**config.mk**
```make
export PLATFORM = sky130hd
export DESIGN_NAME = lsf_ctrl
export DESIGN_NICKNAME = d
export VERILOG_FILES = /design/src/sv/lsf_pkg.sv /design/src/sv/lsf_ctrl.sv
export SDC_FILE = /design/constraint.sdc
export NUM_CORES = 1
export LEC_CHECK = 0
export ABC_CLOCK_PERIOD_IN_PS = 5980
export BUFFER_PORTS_ARGS = -buffer_cell sky130_fd_sc_hd__buf_2
export CORE_MARGIN = 1.5
export CORE_UTILIZATION = 30
export CTS_CLUSTER_SIZE = 14
export DETAILED_ROUTE_END_ITERATION = 8
export GPL_TIMING_DRIVEN = 0
export PLACE_DENSITY = 0.48
export SETUP_SLACK_MARGIN = 0.02
export SLEW_MARGIN = 20
export SYNTH_ARGS = -nofsm -noshare
export SYNTH_HDL_FRONTEND = slang
export SYNTH_SLANG_ARGS = --single-unit
```
**constraint.sdc**
```tcl
create_clock -name clk -period 5.98 [get_ports clk]
set_clock_uncertainty 0.15 [all_clocks]
set_input_delay 0.299 -clock clk [delete_from_list [all_inputs] [get_ports clk]]
set_output_delay 0.299 -clock clk [all_outputs]
set_load 0.01 [all_outputs]
```
**src/sv/lsf_pkg.sv**
```systemverilog
// Shared constants, codes and controller/datapath interface types for the line fit.
package lsf_pkg;

  localparam int MAX_POINTS      = 1024;
  localparam int COORD_WIDTH     = 20;
  localparam int COORD_FRAC_BITS = 8;

  localparam int LOG_MAX  = $clog2(MAX_POINTS);
  localparam int CNT_W    = $clog2(MAX_POINTS + 1);
  localparam int SUM_W    = COORD_WIDTH + LOG_MAX;
  localparam int SQ_W     = 2 * COORD_WIDTH + LOG_MAX;
  localparam int OPW      = SQ_W;
  localparam int PW       = 2 * OPW;
  localparam int NUM_W    = PW + 18;
  localparam int ITER_W   = $clog2(NUM_W + 1);
  localparam int RES_W    = 32;
  localparam int SLOPE_SH = 16;
  localparam int OFF_SH   = 16 - COORD_FRAC_BITS;

  typedef enum logic [2:0] {
    TERM_DET,
    TERM_SLOPE_X,
    TERM_OFFSET_X,
    TERM_SLOPE_Y,
    TERM_OFFSET_Y
  } term_t;

  typedef enum logic [3:0] {
    ST_IDLE,
    ST_DRAIN,
    ST_MLOAD,
    ST_MRUN,
    ST_MDONE,
    ST_DCHK,
    ST_DLOAD,
    ST_DRUN,
    ST_DSTORE,
    ST_DONE
  } state_t;

  typedef struct packed {
    logic  accept;
    logic  mul_load;
    logic  mul_step;
    logic  mul_done;
    logic  div_load;
    logic  div_step;
    logic  div_store;
    logic  load_out;
    term_t term;
    logic  half;
  } cmd_t;

  typedef struct packed {
    logic d_zero;
  } sts_t;

endpackage

```
**src/sv/lsf_ctrl.sv**
```systemverilog
// Controller: point handshake, solve sequencer and output valid.
module lsf_ctrl (
  input  logic           clk,
  input  logic           rst,
  input  logic           s_tvalid,
  input  logic           s_tlast,
  input  logic           m_tready,
  input  lsf_pkg::sts_t  sts,
  output logic           s_tready,
  output logic           m_tvalid,
  output lsf_pkg::cmd_t  cmd
);
  import lsf_pkg::*;

  state_t            state, state_next;
  term_t             term, term_next;
  logic              half, half_next;
  logic [ITER_W-1:0] iter, iter_next;

  // state and sequencing registers
  always_ff @(posedge clk) begin
    if (rst) begin
      state <= ST_IDLE;
      term  <= TERM_DET;
      half  <= 1'b0;
      iter  <= '0;
    end else begin
      state <= state_next;
      term  <= term_next;
      half  <= half_next;
      iter  <= iter_next;
    end
  end

  // output valid: set on load, cleared on transfer
  always_ff @(posedge clk) begin
    if (rst) m_tvalid <= 1'b0;
    else if (cmd.load_out) m_tvalid <= 1'b1;
    else if (m_tready) m_tvalid <= 1'b0;
  end

  assign s_tready = (state == ST_IDLE);

  // next state and commands
  always_comb begin
    state_next = state;
    term_next  = term;
    half_next  = half;
    iter_next  = iter;
    cmd        = '0;
    cmd.term   = term;
    cmd.half   = half;
    cmd.accept = s_tvalid && s_tready;
    case (state)
      ST_IDLE: begin
        if (s_tvalid && s_tlast) state_next = ST_DRAIN;
      end
      ST_DRAIN: begin
        term_next  = TERM_DET;
        half_next  = 1'b0;
        state_next = ST_MLOAD;
      end
      ST_MLOAD: begin
        cmd.mul_load = 1'b1;
        iter_next    = '0;
        state_next   = ST_MRUN;
      end
      ST_MRUN: begin
        cmd.mul_step = 1'b1;
        iter_next    = iter + ITER_W'(1);
        if (iter == ITER_W'(OPW - 1)) state_next = ST_MDONE;
      end
      ST_MDONE: begin
        cmd.mul_done = 1'b1;
        half_next    = !half;
        if (!half) state_next = ST_MLOAD;
        else if (term == TERM_DET) state_next = ST_DCHK;
        else state_next = ST_DLOAD;
      end
      ST_DCHK: begin
        if (sts.d_zero) begin
          state_next = ST_DONE;
        end else begin
          term_next  = TERM_SLOPE_X;
          state_next = ST_MLOAD;
        end
      end
      ST_DLOAD: begin
        cmd.div_load = 1'b1;
        iter_next    = '0;
        state_next   = ST_DRUN;
      end
      ST_DRUN: begin
        cmd.div_step = 1'b1;
        iter_next    = iter + ITER_W'(1);
        if (iter == ITER_W'(NUM_W - 1)) state_next = ST_DSTORE;
      end
      ST_DSTORE: begin
        cmd.div_store = 1'b1;
        if (term == TERM_OFFSET_Y) begin
          state_next = ST_DONE;
        end else begin
          term_next  = term_t'(3'(term) + 3'd1);
          state_next = ST_MLOAD;
        end
      end
      ST_DONE: begin
        if (!m_tvalid || m_tready) begin
          cmd.load_out = 1'b1;
          state_next   = ST_IDLE;
        end
      end
      default: state_next = ST_IDLE;
    endcase
  end

endmodule

```
==> flow_summary.toml, run 1 <==
[logic_synthesis]
async_flop_share = 0
yosysSeqAreaShare = 0.3149
synth_edf_count = 0
postSynth.topFlopCell = "dfxtp_1"
synth_cell_types = 41
avgSynthCellArea_um2 = 7.765
ys_warn_count = 0
syn_inst = 131
ys_ff_latch = 16
syn_area_mm2 = 0.001017
synth_nets = 141

[floorplanning]
die_w_um = 61.23
start_util = 0.3252
dieArea_mm2 = 0.003749
core_area_mm2 = 0.003128
row_count = 20
die_h_um = 61.23
io_pins = 20

[routing]
drtIter0Drc = 77
final_antenna_net_count = 0
vias = 1026
drc_errors = 0
routedWlPerCell_um = 13.51
viasPerCell = 5.235
dr.pass1.iters = 6
wl_um = 2647

[global_route]
grtUsageTotal = 0.1555
grt_pass1_wl_um = 4243
overflow = 0
grt_start_max_net_pins = 11
antenna_found_initial = 0
grt_pass1_vias = 887

[placed_design]
io_buffers = 18
gp_congestion = 0.8269
post-dp-hpwl_um = 1960

[sta]
fin_tns_setup_ns = 0
min_period_ns = 2.321
rsz0062_at_grt = "false"
max_freq_mhz = 430.9
post-route-period-util = 0.3881
report.final.slew_viol_count = 0
tightest_slew_ns = 0.5392
finalSetupViolations = 0
hold_viol_final = 0
max-slew-margin-rel = 0.6355

[worst_setup_path]
cp.arrival_ns = 1.87
reg2reg_slack_ns = 3.86
crit_fanout = 10
cpPeakStageDelay_ns = 0.38
cp.required_ns = 5.53
cpMaxStageDelayCell = "dfxtp_1"
end_kind = "output port"
critical_path.top_delay_family = "simple AND/OR/NAND/NOR gates"
regToRegStartpoint = "term[0]$_SDFFE_PP0P_"
start_kind = "flip-flop"
r2r-end = "term[2]$_SDFFE_PP0P_"
timing.critical_path.buf_inv = 2
ff2ff_path_depth = 6
cp_cell_sequence = "clkbuf_1, nand3b_1, nor2_1, buf_2"
worst-setup-path-type = "flip-flop to output port"

[cts]
clk_pin_slew_ns = 0.10
cts_resized = 0
cts-buffers-inserted = 3
root_buffer = "clkbuf_4"
clockBufferDepth = 2
cts_tree = "built"
cts_setup_buffers = 0
clock_latency_ns = 0.29
ctsHoldBuffers = 0
cts_max_level = 1
cts_sinks = 16

[pwr]
total_power_uw = 253.2
vdd_drop_max_mv = 0.08314
power_density_mw_per_mm2 = 213.7
p_leak_uw = 0.0004608

[finish]
nets = 164
diodes = 0
regArea_um2 = 320.3
area_growth_pct = 16.48
drive_gt1_frac = 0.1842
multi_input_area_um2 = 620.6
fillers = 344

[run]
cap_violations = 0

[worst_hold_path]
hold_start = "m_tready"
whs_endpoint = "m_tvalid$_SDFFE_PP0P_"
hold_path_depth = 3
hold_path_class = "input pin to flip-flop"

[run_status]
status = "finished clean"
## worst max-delay path by stage
stage                                from  cells after the start              endpoint  slack [ns]
floorplan            term[0]$_SDFFE_PP0P_                      6  term[2]$_SDFFE_PP0P_        3.97
global placement     term[0]$_SDFFE_PP0P_                      6  term[2]$_SDFFE_PP0P_        3.90
detailed placement   term[0]$_SDFFE_PP0P_                      6  term[2]$_SDFFE_PP0P_        3.88
CTS                 state[1]$_SDFFE_PP0P_                      4                cmd[6]        3.68
global route        state[1]$_SDFFE_PP0P_                      5               cmd[10]        3.48
finish              state[1]$_SDFFE_PP0P_                      4                cmd[6]        3.66
## synthesized netlist by cell type, types with 2 or more instances
| cell type | instances | area [um2] |
|---|---|---|
| dfxtp_1 | 16 | 320.3 |
| a21oi_1 | 14 | 70.07 |
| nor2_1 | 12 | 45.04 |
| inv_1 | 8 | 30.03 |
| o21ai_0 | 8 | 40.04 |
| clkbuf_1 | 6 | 22.52 |
| nand2_1 | 6 | 22.52 |
| nor3_1 | 5 | 25.02 |
| ha_1 | 4 | 50.05 |
| nand2b_1 | 4 | 25.02 |
| nand3_1 | 4 | 20.02 |
| and2_1 | 3 | 18.77 |
| nand3b_1 | 3 | 22.52 |
| nor2b_1 | 3 | 18.77 |
| a21o_1 | 2 | 15.01 |
| and3_1 | 2 | 12.51 |
| nor3b_1 | 2 | 15.01 |
| nor4_1 | 2 | 12.51 |
| o211ai_1 | 2 | 15.01 |
| o22ai_1 | 2 | 12.51 |
| o31ai_1 | 2 | 15.01 |
| or3_1 | 2 | 12.51 |
## sequential cells by signal, summed over array words and instances (netlist names)
signal / flops
half: 1
term: 3
state: 4
iter: 7
m_tvalid: 1
## worst min-delay path: cells and delay by family
family,cells,cell delay (ns)
compound gates,1,0.06
simple gates,1,0.11
buf+inv,1,0.08
## cell families (layout without fill, tap and decap cells)
group | count (synthesis) | count (layout) | share of synthesized area
multiplexers | 1 | 1 | 0.01107
adder cells (fa/ha/maj) | 4 | 4 | 0.04920
AO/OA/AOI/OAI | 39 | 39 | 0.2472
flip-flops | 16 | 16 | 0.3149
buffers and inverters | 17 | 38 | 0.07503
AND/OR/NAND/NOR | 54 | 54 | 0.3026
## where the power goes
| group | switching (uW) | internal (uW) |
|---|---|---|
| Sequential | 4.49 | 111 |
| Clock | 35.2 | 23.4 |
| Combinational | 50.8 | 28.5 |
## cell type report
cell class | count | share of cell area
multi-input cells | 98 | 0.5238
repair buffers | 18 | 0.07603
plain buffers | 9 | 0.03907
clock buffers | 3 | 0.01901
inverters | 8 | 0.02534
flip-flops and latches | 16 | 0.2703
well taps | 44 | 0.04646
## layout by cell type, fill, tap and decap left out, drive strengths merged
cell and n:
a31oi 1, o31ai 2, a21o 2, and3 2, nand2 6, nand4b 1
or3 2, clkbuf 9, and2 3, nand2b 4, o311a 1, o21ai 8
o22a 1, nand3b 3, inv 8, o22ai 2, a21oi 14, nand3 4
nor3 5, nor2b 3, buf 21, a2bb2oi 1, nor4 2, dfxtp 16
nor3b 2, a311oi 1, a221oi 1, nor4b 1, a211oi 1, a211o 1
or4bb 1, or4 1, o211ai 2, a32o 1, mux2 1, or3b 2
nor2 12, ha 4
## per-layer routing
layer	wire (um)	GRT usage	share of wire
met1	1267	0.2033	0.48
met4	21	0.02795	0.0079
met3	99	0.03782	0.037
met2	1260	0.2629	0.48
met5	0	0	0
## through the flow
step	utilization	cells	hold WS [ns]	instance area (um2)	worst slack (ns)
2_1_floorplan	-	131	0.3210	1017	3.970
3_3_place_gp	0.3716	193	0.3444	1162	3.905
3_5_place_dp	0.3716	193	0.3509	1162	3.880
4_1_cts	0.3788	196	0.1528	1185	3.685
5_1_grt	0.3788	196	0.1708	1185	3.480
6_report	0.3788	196	0.1514	1185	3.659
No activity file was read; power rests on OpenSTA's default activity.
==> run 2, diff against run 1 <==
--- a/config.mk
+++ b/config.mk
@@ -5,7 +5,8 @@
 export SDC_FILE = /design/constraint.sdc
 export NUM_CORES = 1
 export LEC_CHECK = 0
-export ABC_CLOCK_PERIOD_IN_PS = 5980
+export ABC_AREA = 1
+export ABC_CLOCK_PERIOD_IN_PS = 2250
 export BUFFER_PORTS_ARGS = -buffer_cell sky130_fd_sc_hd__buf_2
 export CORE_MARGIN = 1.5
 export CORE_UTILIZATION = 30
==> constraint.sdc (replaced) <==
create_clock -name clk -period 2.25 [get_ports clk]
set_clock_uncertainty 0.15 [all_clocks]
set_input_delay 0.1125 -clock clk [delete_from_list [all_inputs] [get_ports clk]]
set_output_delay 0.1125 -clock clk [all_outputs]
set_load 0.01 [all_outputs]
==> run 2 against run 1 <==
Against the previous run:
- design area increased by 3.1%
- synthesized cell count increased by 25%
- power increased to 3.4 times the previous value
- critical endpoint is now cmd[4]
==> flow_summary.toml, run 2 <==
[cts]
clk_pin_slew_ns = 0.10
cts_sinks = 16
cts-buffers-inserted = 3
ctsHoldBuffers = 1
cts_tree = "built"
cts_resized = 0
clock_latency_ns = 0.29
cts_max_level = 1
root_buffer = "clkbuf_4"
clockBufferDepth = 2
cts_setup_buffers = 0

[worst_setup_path]
critical_path.top_delay_family = "flip-flops"
cp_num_cells = 3
cpMaxStageDelayCell = "dfxtp_1"
cp_cell_sequence = "inv_2, nor4_1, buf_2"
timing.critical_path.buf_inv = 2
cp.required_ns = 1.99
ff2ff_path_depth = 7
cpPeakStageDelay_ns = 0.51
start_kind = "flip-flop"
crit_fanout = 6
worst-setup-path-type = "flip-flop to output port"
end_kind = "output port"
cp.arrival_ns = 1.54

[finish]
final_common_cell = "nand2_1"
final_area_mm2 = 0.001221
area_growth_pct = 19.46
diodes = 0
final_cells = 234
drive_gt1_frac = 0.1809
fillers = 388
layout_common_cells = "43 x nand2_1, 26 x inv_1, 20 x buf_2, 19 x nor2_1, 16 x dfxtp_1"
largestRegisters = "iter: 7 flops, state: 4 flops, term: 3 flops"
largest_reg_flops = 7
nets = 199
regMostFlops = "iter"

[sta]
rsz0062_at_grt = "false"
max-slew-margin-rel = 0.6981
tightest_slew_ns = 0.4529
post-route-period-util = 0.8029
min_period_ns = 1.806
fin_tns_setup_ns = 0
finalSetupViolations = 0
max_freq_mhz = 553.6
hold_viol_final = 0
report.final.slew_viol_count = 0

[routing]
vias = 1040
viasPerCell = 4.444
final_antenna_net_count = 0
drc_errors = 0
routedWlPerCell_um = 10.82
dr.pass1.iters = 4
wl_um = 2533
drtIter0Drc = 60

[floorplanning]
die_w_um = 61.38
io_pins = 20
start_util = 0.3088
die_h_um = 61.38
dieArea_mm2 = 0.003767
core_area_mm2 = 0.003311
row_count = 21

[logic_synthesis]
ys_top_cells_by_area = "dfxtp_1 31%, nand2_1 16%, inv_1 9.5%, nor2_1 7.0%, a21oi_1 6.9%"
ys_ff_latch = 16
postSynth.topFlopCell = "dfxtp_1"
yosysMostFrequentCell = "nand2_1"
synth_edf_count = 0
synth_xor_area_frac = 0.008568
syn_inst = 164
synth_nets = 174
avgSynthCellArea_um2 = 6.233
synth_top_cell_by_area = "dfxtp_1"
synth.area.mux_share = 0
yosysSeqAreaShare = 0.3133
synth_top_cell_area_share = 0.3133
synth_common_cells = "43 x nand2_1, 26 x inv_1, 19 x nor2_1, 16 x dfxtp_1, 14 x a21oi_1"
ys_warn_count = 0
synth_compound_area_frac = 0.1481
syn_area_mm2 = 0.001022
synth_cell_types = 24
synth_top_family_by_area = "simple AND/OR/NAND/NOR gates"
synthAdderAreaFrac = 0.04896
synth-simple-area-share = 0.3623
async_flop_share = 0

[global_route]
antenna_found_initial = 0
grt_pass1_wl_um = 4140
grt_start_max_net_pins = 11
grt_pass1_vias = 893
overflow = 0
grtUsageTotal = 0.1495

[pwr]
p_leak_uw = 0.0005841
clkPwrFrac = 0.230
combPwrFrac = 0.389
vdd_drop_max_mv = 0.2852
p_sw_frac = 0.4056
power_density_mw_per_mm2 = 708.8
netSwitchingPower_uw = 351.1
p_int_uw = 514.5
p_seq_frac = 0.381

[placed_design]
post-dp-hpwl_um = 1978
placed_cell_area_mm2 = 0.001175
gp_congestion = 0.8254
dp_cells = 229
io_buffers = 19

[worst_hold_path]
hold_path_class = "input pin to flip-flop"
hold_path_depth = 4

[run]
cap_violations = 0

[run_status]
status = "finished clean"
## run 2: cell count changes in the layout (fill, tap and decap cells not counted), moves of 4 or more
cell | previous run | this run
nor3_1 | 5 | 1
nand2b_1 | 4 | 0
nand2_1 | 6 | 43
inv_1 | 8 | 26
clkbuf_1 | 6 | 1
nor2_1 | 12 | 19
nand3_1 | 4 | 12
## run 2: worst reg2reg max path: cells and delay by family (launching register included)
family	cells	cell delay, ns
compound gates	2	0.24
buf+inv	1	0.14
flops	1	0.51
simple gates	4	0.46
## run 2: per-stage QoR
stage | util | setup WS (ns) | hold WS, ns | power [uW]
2_1_floorplan | - | 0.7951 | 0.1550 | 574.7
3_3_place_gp | 0.3549 | 0.6392 | 0.2866 | 672.1
3_5_place_dp | 0.3549 | 0.6608 | 0.2896 | 673.4
4_1_cts | 0.3689 | 0.4320 | 0.05021 | 874.9
5_1_grt | 0.3689 | 0.2939 | 0.06182 | 955.6
6_report | 0.3689 | 0.4435 | 0.04402 | 865.6
## run 2: final cells by class
cell class | count | area, um2 | area share
inverter | 28 | 105.1 | 0.08607
multi-input combinational | 117 | 580.6 | 0.4754
tap | 46 | 57.56 | 0.04713
buffer | 3 | 16.27 | 0.01332
timing repair buffer | 20 | 105.1 | 0.08607
clock buffer | 4 | 36.28 | 0.02971
sequential | 16 | 320.3 | 0.2623
## run 2: power groups by stage
stage	Combinational (uW)	Clock (uW)	Sequential [uW]
6_report	337	199	330
5_1_grt	396	225	335
4_1_cts	339	206	330
3_5_place_dp	337	0	337
3_3_place_gp	336	0	336
2_1_floorplan	243	0	331
## run 2: worst paths after layout
kind                               from              endpoint  slack, ns
setup reg to reg  state[3]$_SDFFE_PP0P_  term[2]$_SDFFE_PP0P_       0.64
hold reg to reg    iter[6]$_SDFFE_PP0P_  iter[6]$_SDFFE_PP0P_       0.34
setup / recovery  state[3]$_SDFFE_PP0P_                cmd[4]       0.44
hold / removal                      rst  iter[5]$_SDFFE_PP0P_       0.04
## run 2: metal layers
metal / global-route usage / part of all wire / vias up / wire [um]
met5: 0 / 0 / - / 0
met4: 0.04559 / 0.0091 / 0 / 23
met3: 0.02521 / 0.014 / 2 / 36
met2: 0.2112 / 0.43 / 9 / 1088
met1: 0.2302 / 0.55 / 455 / 1384
li1: - / - / 574 / -
## run 2: cells by family after synthesis
| family | Yosys count |
|---|---|
| AO/OA/AOI/OAI | 27 |
| flip-flops | 16 |
| AND/OR/NAND/NOR | 85 |
| buffers and inverters | 31 |
| XOR/XNOR | 1 |
| adder cells (fa/ha/maj) | 4 |
